[src/rtl/core/lkvc_pkg.sv]
`default_nettype none

package lkvc_pkg;

  // Fixed field widths of the command and result ports
  localparam int KEY_W  = 32;
  localparam int DATA_W = 32;
  localparam int OCC_W  = 5;

  typedef enum logic [0:0] {
    FUNC_LOOKUP = 1'b0,
    FUNC_STORE  = 1'b1
  } func_t;

endpackage : lkvc_pkg

`default_nettype wire

[src/rtl/core/lru_key_value_cache.sv]
`default_nettype none

// Fully associative key/value cache with least-recently-used replacement.
//
// Command channel: func/key/value are taken on a rising edge with start high and
// busy low. busy is never raised, so one command can be issued every cycle.
// func selects a lookup or a store. Only the low KEY_BITS bits of key are compared.
//
// Result channel: one result per command, on hit/value_out/evicted/occupancy while
// done is high for a single cycle. The receiver cannot stall; each result is a
// transfer in the cycle it appears. An accepted command passes the input register,
// then the result register / value RAM read, and done rises with the result;
// throughput is one command per cycle, set by the tag compare and recency update.
//
// Reset (rst, synchronous) clears all valid bits, recency ranks and the entry
// count; tags and values are left as they are and are only ever read through a
// valid entry. No clearing pass is needed, commands are taken right after reset.
module lru_key_value_cache
  import lkvc_pkg::*;
#(
  parameter int CAPACITY = 16,
  parameter int KEY_BITS = 32
) (
  input  wire logic              clk,
  input  wire logic              rst,
  input  wire logic              start,
  output logic                   busy,
  input  wire logic [0:0]        func,
  input  wire logic [KEY_W-1:0]  key,
  input  wire logic [DATA_W-1:0] value,
  output logic                   done,
  output logic                   hit,
  output logic      [DATA_W-1:0] value_out,
  output logic                   evicted,
  output logic      [OCC_W-1:0]  occupancy
);

  localparam int TAG_W  = (KEY_BITS < KEY_W) ? KEY_BITS : KEY_W;
  localparam int IDX_W  = $clog2(CAPACITY);
  localparam int RANK_W = $clog2(CAPACITY);
  localparam int CNT_W  = $clog2(CAPACITY + 1);

  // ---------------- input register ----------------
  logic              in_vld;
  func_t             in_func;
  logic [TAG_W-1:0]  in_key;
  logic [DATA_W-1:0] in_value;

  always_ff @(posedge clk) begin
    if (rst) begin
      in_vld <= 1'b0;
    end else begin
      in_vld <= start && !busy;
    end
  end

  always_ff @(posedge clk) begin
    if (start && !busy) begin
      in_func  <= func_t'(func);
      in_key   <= key[TAG_W-1:0];
      in_value <= value;
    end
  end

  // ---------------- entry state ----------------
  logic [TAG_W-1:0]  tag   [CAPACITY];
  logic [RANK_W-1:0] rank  [CAPACITY];
  logic [CAPACITY-1:0] valid;
  logic [CNT_W-1:0]  count;
  logic [CNT_W-1:0]  count_next;

  // ---------------- compare and slot select ----------------
  logic [CAPACITY-1:0] match;
  logic [CAPACITY-1:0] lru_sel;
  logic                key_hit;
  logic                full;
  logic [IDX_W-1:0]    hit_slot;
  logic [RANK_W-1:0]   hit_rank;
  logic [IDX_W-1:0]    lru_slot;
  logic [IDX_W-1:0]    free_slot;
  logic [IDX_W-1:0]    slot;
  logic                is_store;
  logic                do_insert;
  logic                do_promote;
  logic                do_evict;

  always_comb begin
    hit_slot  = '0;
    hit_rank  = '0;
    lru_slot  = '0;
    free_slot = '0;
    for (int i = 0; i < CAPACITY; i++) begin
      match[i]   = valid[i] && (tag[i] == in_key);
      // when full the ranks are a permutation, so exactly one entry holds the last rank
      lru_sel[i] = valid[i] && (rank[i] == RANK_W'(CAPACITY - 1));
      if (match[i]) begin
        hit_slot = hit_slot | IDX_W'(i);
        hit_rank = hit_rank | rank[i];
      end
      if (lru_sel[i]) begin
        lru_slot = lru_slot | IDX_W'(i);
      end
    end
    // lowest-numbered empty slot
    for (int i = CAPACITY - 1; i >= 0; i--) begin
      if (!valid[i]) begin
        free_slot = IDX_W'(i);
      end
    end
  end

  assign key_hit    = |match;
  assign full       = (count == CNT_W'(CAPACITY));
  assign is_store   = in_vld && (in_func == FUNC_STORE);
  assign do_insert  = is_store && !key_hit;
  assign do_evict   = do_insert && full;
  assign do_promote = in_vld && key_hit || do_insert;

  always_comb begin
    priority if (key_hit) begin
      slot = hit_slot;
    end else if (full) begin
      slot = lru_slot;
    end else begin
      slot = free_slot;
    end
  end

  assign count_next = (do_insert && !full) ? count + 1'b1 : count;

  // ---------------- state update ----------------
  always_ff @(posedge clk) begin
    if (rst) begin
      valid <= '0;
      count <= '0;
      for (int i = 0; i < CAPACITY; i++) begin
        rank[i] <= '0;
      end
    end else begin
      count <= count_next;
      for (int i = 0; i < CAPACITY; i++) begin
        if (do_promote) begin
          if (slot == IDX_W'(i)) begin
            rank[i] <= '0;
          end else if (valid[i] && (do_insert || rank[i] < hit_rank)) begin
            // insert ages every other entry; a hit ages only the more recent ones
            rank[i] <= rank[i] + 1'b1;
          end
        end
        if (do_insert && slot == IDX_W'(i)) begin
          valid[i] <= 1'b1;
        end
      end
    end
  end

  always_ff @(posedge clk) begin
    for (int i = 0; i < CAPACITY; i++) begin
      if (do_insert && slot == IDX_W'(i)) begin
        tag[i] <= in_key;
      end
    end
  end

  // ---------------- value store ----------------
  logic [DATA_W-1:0] rd_data;

  lkvc_ram #(
    .WIDTH (DATA_W),
    .DEPTH (CAPACITY)
  ) u_value_ram (
    .clk   (clk),
    .we    (is_store),
    .waddr (slot),
    .wdata (in_value),
    .raddr (hit_slot),
    .rdata (rd_data)
  );

  // ---------------- result register ----------------
  logic lookup_hit;

  always_ff @(posedge clk) begin
    if (rst) begin
      done <= 1'b0;
    end else begin
      done <= in_vld;
    end
  end

  always_ff @(posedge clk) begin
    hit        <= key_hit;
    evicted    <= do_evict;
    lookup_hit <= in_vld && key_hit && (in_func == FUNC_LOOKUP);
    occupancy  <= OCC_W'(count_next);
  end

  assign value_out = lookup_hit ? rd_data : '0;

  // commands never wait
  assign busy = 1'b0;

  // ---------------- assertions ----------------
  a_count_range: assert property (@(posedge clk) disable iff (rst)
    count <= CNT_W'(CAPACITY))
    else $error("entry count above capacity");

  a_count_valid: assert property (@(posedge clk) disable iff (rst)
    $countones(valid) == int'(count))
    else $error("entry count disagrees with valid bits");

  a_unique_key: assert property (@(posedge clk) disable iff (rst)
    $onehot0(match))
    else $error("key present in more than one entry");

  a_one_victim: assert property (@(posedge clk) disable iff (rst)
    full |-> $onehot(lru_sel))
    else $error("full cache without a single least recent entry");

  a_evict_miss: assert property (@(posedge clk) disable iff (rst)
    done && evicted |-> !hit && occupancy == OCC_W'(CAPACITY))
    else $error("eviction reported on a hit or below capacity");

endmodule : lru_key_value_cache

`default_nettype wire

[src/rtl/core/lkvc_ram.sv]
`default_nettype none

module lkvc_ram #(
  parameter int WIDTH = 32,
  parameter int DEPTH = 16
) (
  input  wire logic                     clk,
  input  wire logic                     we,
  input  wire logic [$clog2(DEPTH)-1:0] waddr,
  input  wire logic [WIDTH-1:0]         wdata,
  input  wire logic [$clog2(DEPTH)-1:0] raddr,
  output logic      [WIDTH-1:0]         rdata
);

  logic [WIDTH-1:0] mem [DEPTH];

  always_ff @(posedge clk) begin
    if (we) begin
      mem[waddr] <= wdata;
    end
    rdata <= mem[raddr];
  end

endmodule : lkvc_ram

`default_nettype wire

[config.mk]
export PLATFORM = sky130hd
export DESIGN_NAME = lru_key_value_cache
export DESIGN_NICKNAME = d
export VERILOG_FILES = /design/src/rtl/core/lkvc_pkg.sv /design/src/rtl/core/lru_key_value_cache.sv /design/src/rtl/core/lkvc_ram.sv
export SDC_FILE = /design/constraint.sdc
export NUM_CORES = 2
export LEC_CHECK = 0
export BUFFER_PORTS_ARGS = -buffer_cell sky130_fd_sc_hd__buf_2
export CAP_MARGIN = 20
export CORE_MARGIN = 4
export CORE_UTILIZATION = 55
export CTS_CLUSTER_DIAMETER = 100
export DETAILED_ROUTE_END_ITERATION = 8
export GPL_TIMING_DRIVEN = 0
export PLACE_DENSITY = 0.84
export SLEW_MARGIN = 20
export SYNTH_ARGS = -nofsm -noshare
export SYNTH_HDL_FRONTEND = slang
export SYNTH_SLANG_ARGS = --single-unit
[constraint.sdc]
create_clock -name clk -period 6.88 [get_ports clk]
set_clock_uncertainty 0.05 [all_clocks]
set_input_delay 1.376 -clock clk [delete_from_list [all_inputs] [get_ports clk]]
set_output_delay 1.376 -clock clk [all_outputs]
set_load 0.02 [all_outputs]
Word-level counts from Yosys, hierarchy flattened
Memories as Yosys holds them, arrays and structs flattened. A register that Yosys moved wholly into a read port is not among the register bits. Index checks and enable logic that the tools add are counted.

Register bits: 96. Latch bits: 0. Bits in writable memories: 1088. ROM bits: 0. Input bits: 68. Output and inout port bits: 41. Word-level logic and storage cells: 585. Memories: 3.

Add/sub/neg operators: 17. Multipliers: 0. Div/mod/pow operators: 0. $lt $le $gt $ge: 16. Equality and inequality tests: 47. Shift-type cells: 0. Mux-type cells: 323. Bitwise logic cells: 48. Reductions and logical operators: 105.

Memory list: tag (depth 16, width 32, read ports 16, clocked after Yosys merged registers in 0, wr ports 1, line lru_key_value_cache.sv:66) `logic [TAG_W-1:0] tag [CAPACITY];`; u_value_ram.mem (depth 16, width 32, read ports 1, clocked after Yosys merged registers in 1, wr ports 1, line lkvc_ram.sv:15) `logic [WIDTH-1:0] mem [DEPTH];`; rank (depth 16, width 4, read ports 16, clocked after Yosys merged registers in 0, wr ports 16, line lru_key_value_cache.sv:67) `logic [RANK_W-1:0] rank [CAPACITY];`.

Operators with widths (number): $eq 32x32->1 (16); $mux 32 (16); $reduce_or 32->1 (15); $mux 4 (97); $mux 1 (197); $eq 4x4->1 const B (23); $logic_and 1x1->1 (69); $add 4x1->4 const B (16); $lt 4x4->1 (16); $or 4x4->4 (15); $or 1x1->1 (32); $mux 3 (8); $logic_or 1x1->1 (17); $eq 4x3->1 const B (4); $reduce_or 16->1 (1); $eq 4x2->1 const B (2); $mux 2 (4); $add 5x1->5 const B (1); $eq 5x5->1 const B (1); $mux 5 (1); $eq 4x1->1 const B (1); $logic_not 4->1 (1); $logic_not 1->1 (2); $not 1->1 (1).

Longest topological paths before layout
An unclocked memory read counts as a cell.

Word-level depth: 43. Gate-level depth with buffers: 17.

Modules after synthesis
Synthesis repeated with hierarchy kept, for this count alone.

Cell total of the unflattened synthesis: 2978. Area total of the unflattened synthesis: 50608.5 µm².

Modules (own cells, without submodules): lru_key_value_cache (instances 1, cells an instance 2140, area an instance 30773.3 µm², seq. area each 19869.1 µm²); lkvc_ram (instances 1, cells an instance 838, area an instance 19835.3 µm², seq. area each 16015.4 µm²).

Worst setup path before layout
Ideal clock, no wire load.

Path type: register to register. Start point: register in_key[13]. End point: memory tag[1][0] in the netlist's numbering, enable pin. Setup time: 0.505 ns. Data arrival time: 5.921 ns. Data required time: 6.325 ns. Path slack: 0.404 ns. Cell stages (with the launch flop): 11. Period minus slack after synthesis: 6.476 ns. Cells stage by stage: edfxtp_1 -> buf_2 -> buf_4 -> inv_1 -> o2111ai_1 -> nor4_1 -> and3_1 -> nor4_2 -> nand4_1 -> or2_2 -> nor4_1.

RTL lines: start: declaration (line lru_key_value_cache.sv:46) `logic [TAG_W-1:0] in_key;`; start signal: assignment (line lru_key_value_cache.sv:60) `in_key <= key[TAG_W-1:0];`; $eq 32x32->1 (line lru_key_value_cache.sv:93) `match[i] = valid[i] && (tag[i] == in_key);`; $logic_and 1x1->1 (line lru_key_value_cache.sv:93); $reduce_or 16->1 (*) (line lru_key_value_cache.sv:112) `assign key_hit = |match;`; named net key_hit (line lru_key_value_cache.sv:75) `logic key_hit;`; $mux 4 / $logic_not 1->1 (equally long branches) (line lru_key_value_cache.sv:120, lru_key_value_cache.sv:115); $eq 4x1->1 / $logic_and 1x1->1 (equally long branches) (line lru_key_value_cache.sv:159, lru_key_value_cache.sv:115); $logic_and 1x1->1 (line lru_key_value_cache.sv:159) `if (do_insert && slot == IDX_W'(i)) begin`; $mux 1 (line lru_key_value_cache.sv:159); $mux 1 (implied by the code) (line lru_key_value_cache.sv:160) `tag[i] <= in_key;`; $reduce_or 32->1 (no source line); $mux 4 (no source line) / $mux 1 (equally long branches) (15 in a row); end: declaration (line lru_key_value_cache.sv:66).

The timed path passes the listed nets; every way through them passes the cells marked *.

Worst setup path in the final report
Start point: register in_key[1]. End point: memory u_value_ram.mem[2][12], enable pin.

Cells in the longest elaborated chain, start to end: 18.

Ends and longest elaborated chain: $eq 32x32->1 (line lru_key_value_cache.sv:93); $logic_and 1x1->1 (line lru_key_value_cache.sv:93); $mux 1 (line lru_key_value_cache.sv:96) `if (match[i]) begin`; $mux 2 (2 in a row) (line lru_key_value_cache.sv:96); $mux 3 (4 in a row) (line lru_key_value_cache.sv:96); $mux 4 (8 in a row) (line lru_key_value_cache.sv:96); $mux 4 (*) (line lru_key_value_cache.sv:120) `priority if (key_hit) begin`; end: declaration (line lkvc_ram.sv:15).

Every way passes the cells marked *; elsewhere a longest branch is shown, timed or not.

==> results.py <==
metrics = {
    "outcome": {
        "status": "complete, but fails checks",
        "violations": "setup timing",
    },
    "synth": {
        "synth_edf_count": 1153,
        "synth_mux_area_share_pct": 9.325,
        "synth_ff_type": "edfxtp_1",
        "synth_compound_area_share_pct": 2.597,
        "synth_top_area_share_pct": 67.04,
        "syn-mean-instance-area_um2": 15.95,
        "synthSimpleGateAreaFrac_pct": 6.433,
        "synthXorXnorAreaFrac_pct": 8.836,
        "ys_seq_area_share_pct": 69.49,
        "yosys-top-cells-area": "edfxtp_1, mux2i_1, xnor2_1",
        "syn_nets": 3372,
        "yosysWarnings": 0,
        "synth_fa_ha_area_share_pct": 1.599,
        "synth_top_family_by_area": "multiplexers",
        "synthDistinctLibCells": 72,
        "synth-async-reset-ratio_pct": 0,
        "synthCells": 3238,
        "syn_area_um2": 51640,
        "synth_seq_cells": 1216,
        "synth_top_area_cell": "edfxtp_1",
    },
    "routing": {
        "vias": 30672,
        "viasPerCell": 6.275,
        "detail-route-antenna-nets": 0,
        "highest_layer": "met4",
        "wire_per_inst_um": 28.57,
        "met2_length_mm": 64.16,
        "firstDrtPassIters": 6,
        "finalWirelength_mm": 139.7,
        "dr_wl_met3_mm": 15.65,
        "met1Wirelength_mm": 50.15,
        "drc": 0,
        "first_iter_violations": 4071,
    },
    "worst_setup_path": {
        "ff2ff_path_depth": 13,
        "worst_ep_arrival_time_ns": 7.30,
        "crit_type": "flop to flop",
        "end_kind": "flop",
        "reg2reg_setup_slack_ns": -0.08,
        "reg2reg_from": "in_key[1]$_DFFE_PP_",
        "crit_end": "u_value_ram.mem[2][12]$_DFFE_PP_",
        "cp-startpoint": "in_key[1]$_DFFE_PP_",
        "path_max_fanout": 17,
        "r2r-end": "u_value_ram.mem[2][12]$_DFFE_PP_",
        "crit_path_start_kind": "flop",
        "cp_data_required_time_ns": 7.22,
    },
    "job": {
        "max-cap-violations": 0,
    },
    "clocking": {
        "clock_latency_ns": 0.71,
        "h-tree-depth": 3,
        "cts_sinks": 1216,
        "clk_pin_slew_ns": 0.06,
        "cts_tree": "done",
        "cts_buffers": 113,
        "cts_root_buf": "clkbuf_16",
        "clockBufferDepth": 3,
    },
    "sta": {
        "timing.hold.ws_ns": 0.4753,
        "period_share_pct": 101.2,
        "finalSetupTns_ns": -0.6350,
        "final.min_clock_period_ns": 6.961,
        "maxSlewHeadroom_pct": 14.91,
        "tightestPinTransition_ns": 1.276,
        "max_freq_mhz": 143.7,
        "slew_viol_final": 0,
        "finalSetupViolations": 15,
        "hold_violations": 0,
        "rsz0062_at_grt": "no",
        "setup_ws_ns": -0.08100,
    },
    "placed_design": {
        "io_buffers": 107,
        "gp_congestion": 0.9600,
        "placed_cell_area_um2": 55040,
        "post-place-ws_ns": -0.03561,
        "hpwlAfterDp_mm": 90.08,
    },
    "global_route": {
        "grt_pass1_vias": 30250,
        "antenna_found_initial": 0,
        "grt_pass1_wl_mm": 199.1,
        "grt_max_degree": 36,
        "grt_use_total_pct": 27.73,
        "gr-total-overflow": 0,
    },
    "floorplan": {
        "rows": 112,
        "chipWidth_um": 314.4,
        "initial_core_util_pct": 55.42,
        "die_y_um": 314.4,
        "pin_count": 109,
        "dieArea_um2": 98860,
        "core_area_um2": 93190,
    },
    "hold_path": {
        "hp-start": "count[4]$_SDFF_PP0_",
        "hp-class": "flop to flop",
    },
    "layout": {
        "finish.utilization_pct": 63.14,
        "layout-drive-gt1-share_pct": 13.18,
        "fin_nets": 3672,
        "multiInputGateArea_um2": 15130,
        "ff_latch_area_um2": 35880,
        "fillers": 6266,
        "fin_area_um2": 58840,
        "area_delta_synth_final_pct": 13.93,
    },
    "power": {
        "peakVddDrop_mv": 0.2596,
        "power_density_nw_per_um2": 260.9,
        "p_leak_nw": 21.06,
    },
}
[logic make-up after synthesis]
| logic type | Yosys count |
|---|---|
| xor gates and xnor gates | 521 |
| other | 1 |
| and+or+nand+nor | 589 |
| AOI/OAI and AO/OA | 178 |
| DFF | 1216 |
| adders and majority gates | 66 |
| buffers and inverters | 186 |
| muxes | 481 |
[placed cells by master (no fill, tap or decap), types with 23 or more instances in the layout]
| master | instances |
|---|---|
| clkinv_1 | 28 |
| nor2_1 | 84 |
| nand2b_1 | 26 |
| clkbuf_16 | 114 |
| nor2_4 | 23 |
| inv_1 | 46 |
| edfxtp_1 | 1153 |
| and2_1 | 61 |
| xnor2_1 | 456 |
| nand4_1 | 141 |
| buf_1 | 29 |
| ha_1 | 66 |
| nor4_1 | 32 |
| buf_4 | 62 |
| mux2i_1 | 480 |
| o21ai_0 | 30 |
| buf_2 | 161 |
| xor2_1 | 65 |
| nor3_1 | 33 |
| nand2_1 | 38 |
| clkbuf_1 | 54 |
| dfxtp_1 | 63 |
| nand3_1 | 52 |
[worst max-delay path, cell delays in order (launching register included)]
cell and delay [ns]:
edfxtp_1 1.18, buf_2 0.46, buf_4 0.35, xnor2_1 0.15
nand4_1 0.11, nor4_1 0.83, and3_1 0.53, nor4_2 0.13
o21ai_0 0.15, nor2b_1 0.84, nand3_1 0.50, nor3_2 0.75
buf_4 0.36, buf_4 0.24
[through the flow]
stage / total power [W] / cells
2_1_floorplan: 0.008880 / 3238
3_3_place_gp: 0.009194 / 4599
3_5_place_dp: 0.009236 / 4666
4_1_cts: 0.01534 / 4878
5_1_grt: 0.01572 / 4887
6_report: 0.01535 / 4888
[per-layer routing]
layer / track usage, % / vias up
met5: 0 / -
met4: 16.44 / 0
met3: 5.793 / 551
met2: 43.70 / 2142
met1: 35.81 / 15094
li1: - / 12885
[cells in the mapped netlist, drive strengths merged, types with 9 or more instances]
cell type / n
edfxtp: 1153
mux2i: 480
xnor2: 456
nand4: 141
nor2: 110
buf: 108
ha: 66
xor2: 65
and2: 63
dfxtp: 63
nand3: 52
inv: 46
nor4: 41
nand2: 38
nor3: 38
clkbuf: 32
o21ai: 31
nand2b: 26
nor2b: 20
o21a: 20
a21oi: 17
and3: 15
a211o: 13
a22oi: 12
a211oi: 11
and4: 10
o2111ai: 10
a221oi: 9
[worst min path at each step]
| stage | endpoint | slack, ns | cells after the start |
|---|---|---|---|
| 2_1_floorplan | occupancy[4]$_DFF_P_ | 0.42 | 1 |
| 3_3_place_gp | occupancy[4]$_DFF_P_ | 0.45 | 1 |
| 3_5_place_dp | occupancy[4]$_DFF_P_ | 0.46 | 1 |
| 4_1_cts | occupancy[4]$_DFF_P_ | 0.48 | 1 |
| 5_1_grt | occupancy[4]$_DFF_P_ | 0.51 | 1 |
| 6_report | occupancy[4]$_DFF_P_ | 0.48 | 1 |
[registers in the layout, summed over array words and instances, names as in the netlist, 5 cells and up]
register / cells
u_value_ram.mem: 512
count: 5
in_value: 32
u_value_ram.rdata: 32
in_key: 32
rank: 64
valid: 16
occupancy: 5
tag: 512
[report_power, final]
| group | total (W) | switching, W | internal (W) |
|---|---|---|---|
| Clock | 0.00623 | 0.00271 | 0.00352 |
| Combinational | 0.000684 | 0.000430 | 0.000253 |
| Sequential | 0.00844 | 0.000210 | 0.00823 |
| Total | 0.0154 | 0.00335 | 0.0120 |
[layout make-up]
| cell class | instances | area share, % |
|---|---|---|
| sequential | 1216 | 60.99 |
| tap | 1254 | 2.667 |
| buffer | 140 | 1.214 |
| antenna | 1 | 0.004253 |
| timing repair buffer | 185 | 2.873 |
| clock buffer | 139 | 5.042 |
| clock inverter | 71 | 1.204 |
| multi-input combinational | 1836 | 25.71 |
| inverter | 46 | 0.2935 |
[what timing repair did]
| item | 4_1_cts | 5_1_grt |
|---|---|---|
| gates resized for setup | 0 | 2 |
| hold buffers | 0 | 0 |
| setup buffers | 2 | 7 |
| setup endpoints to repair | 15 | 22 |
Note: power is estimated with default switching activity, not from simulation.
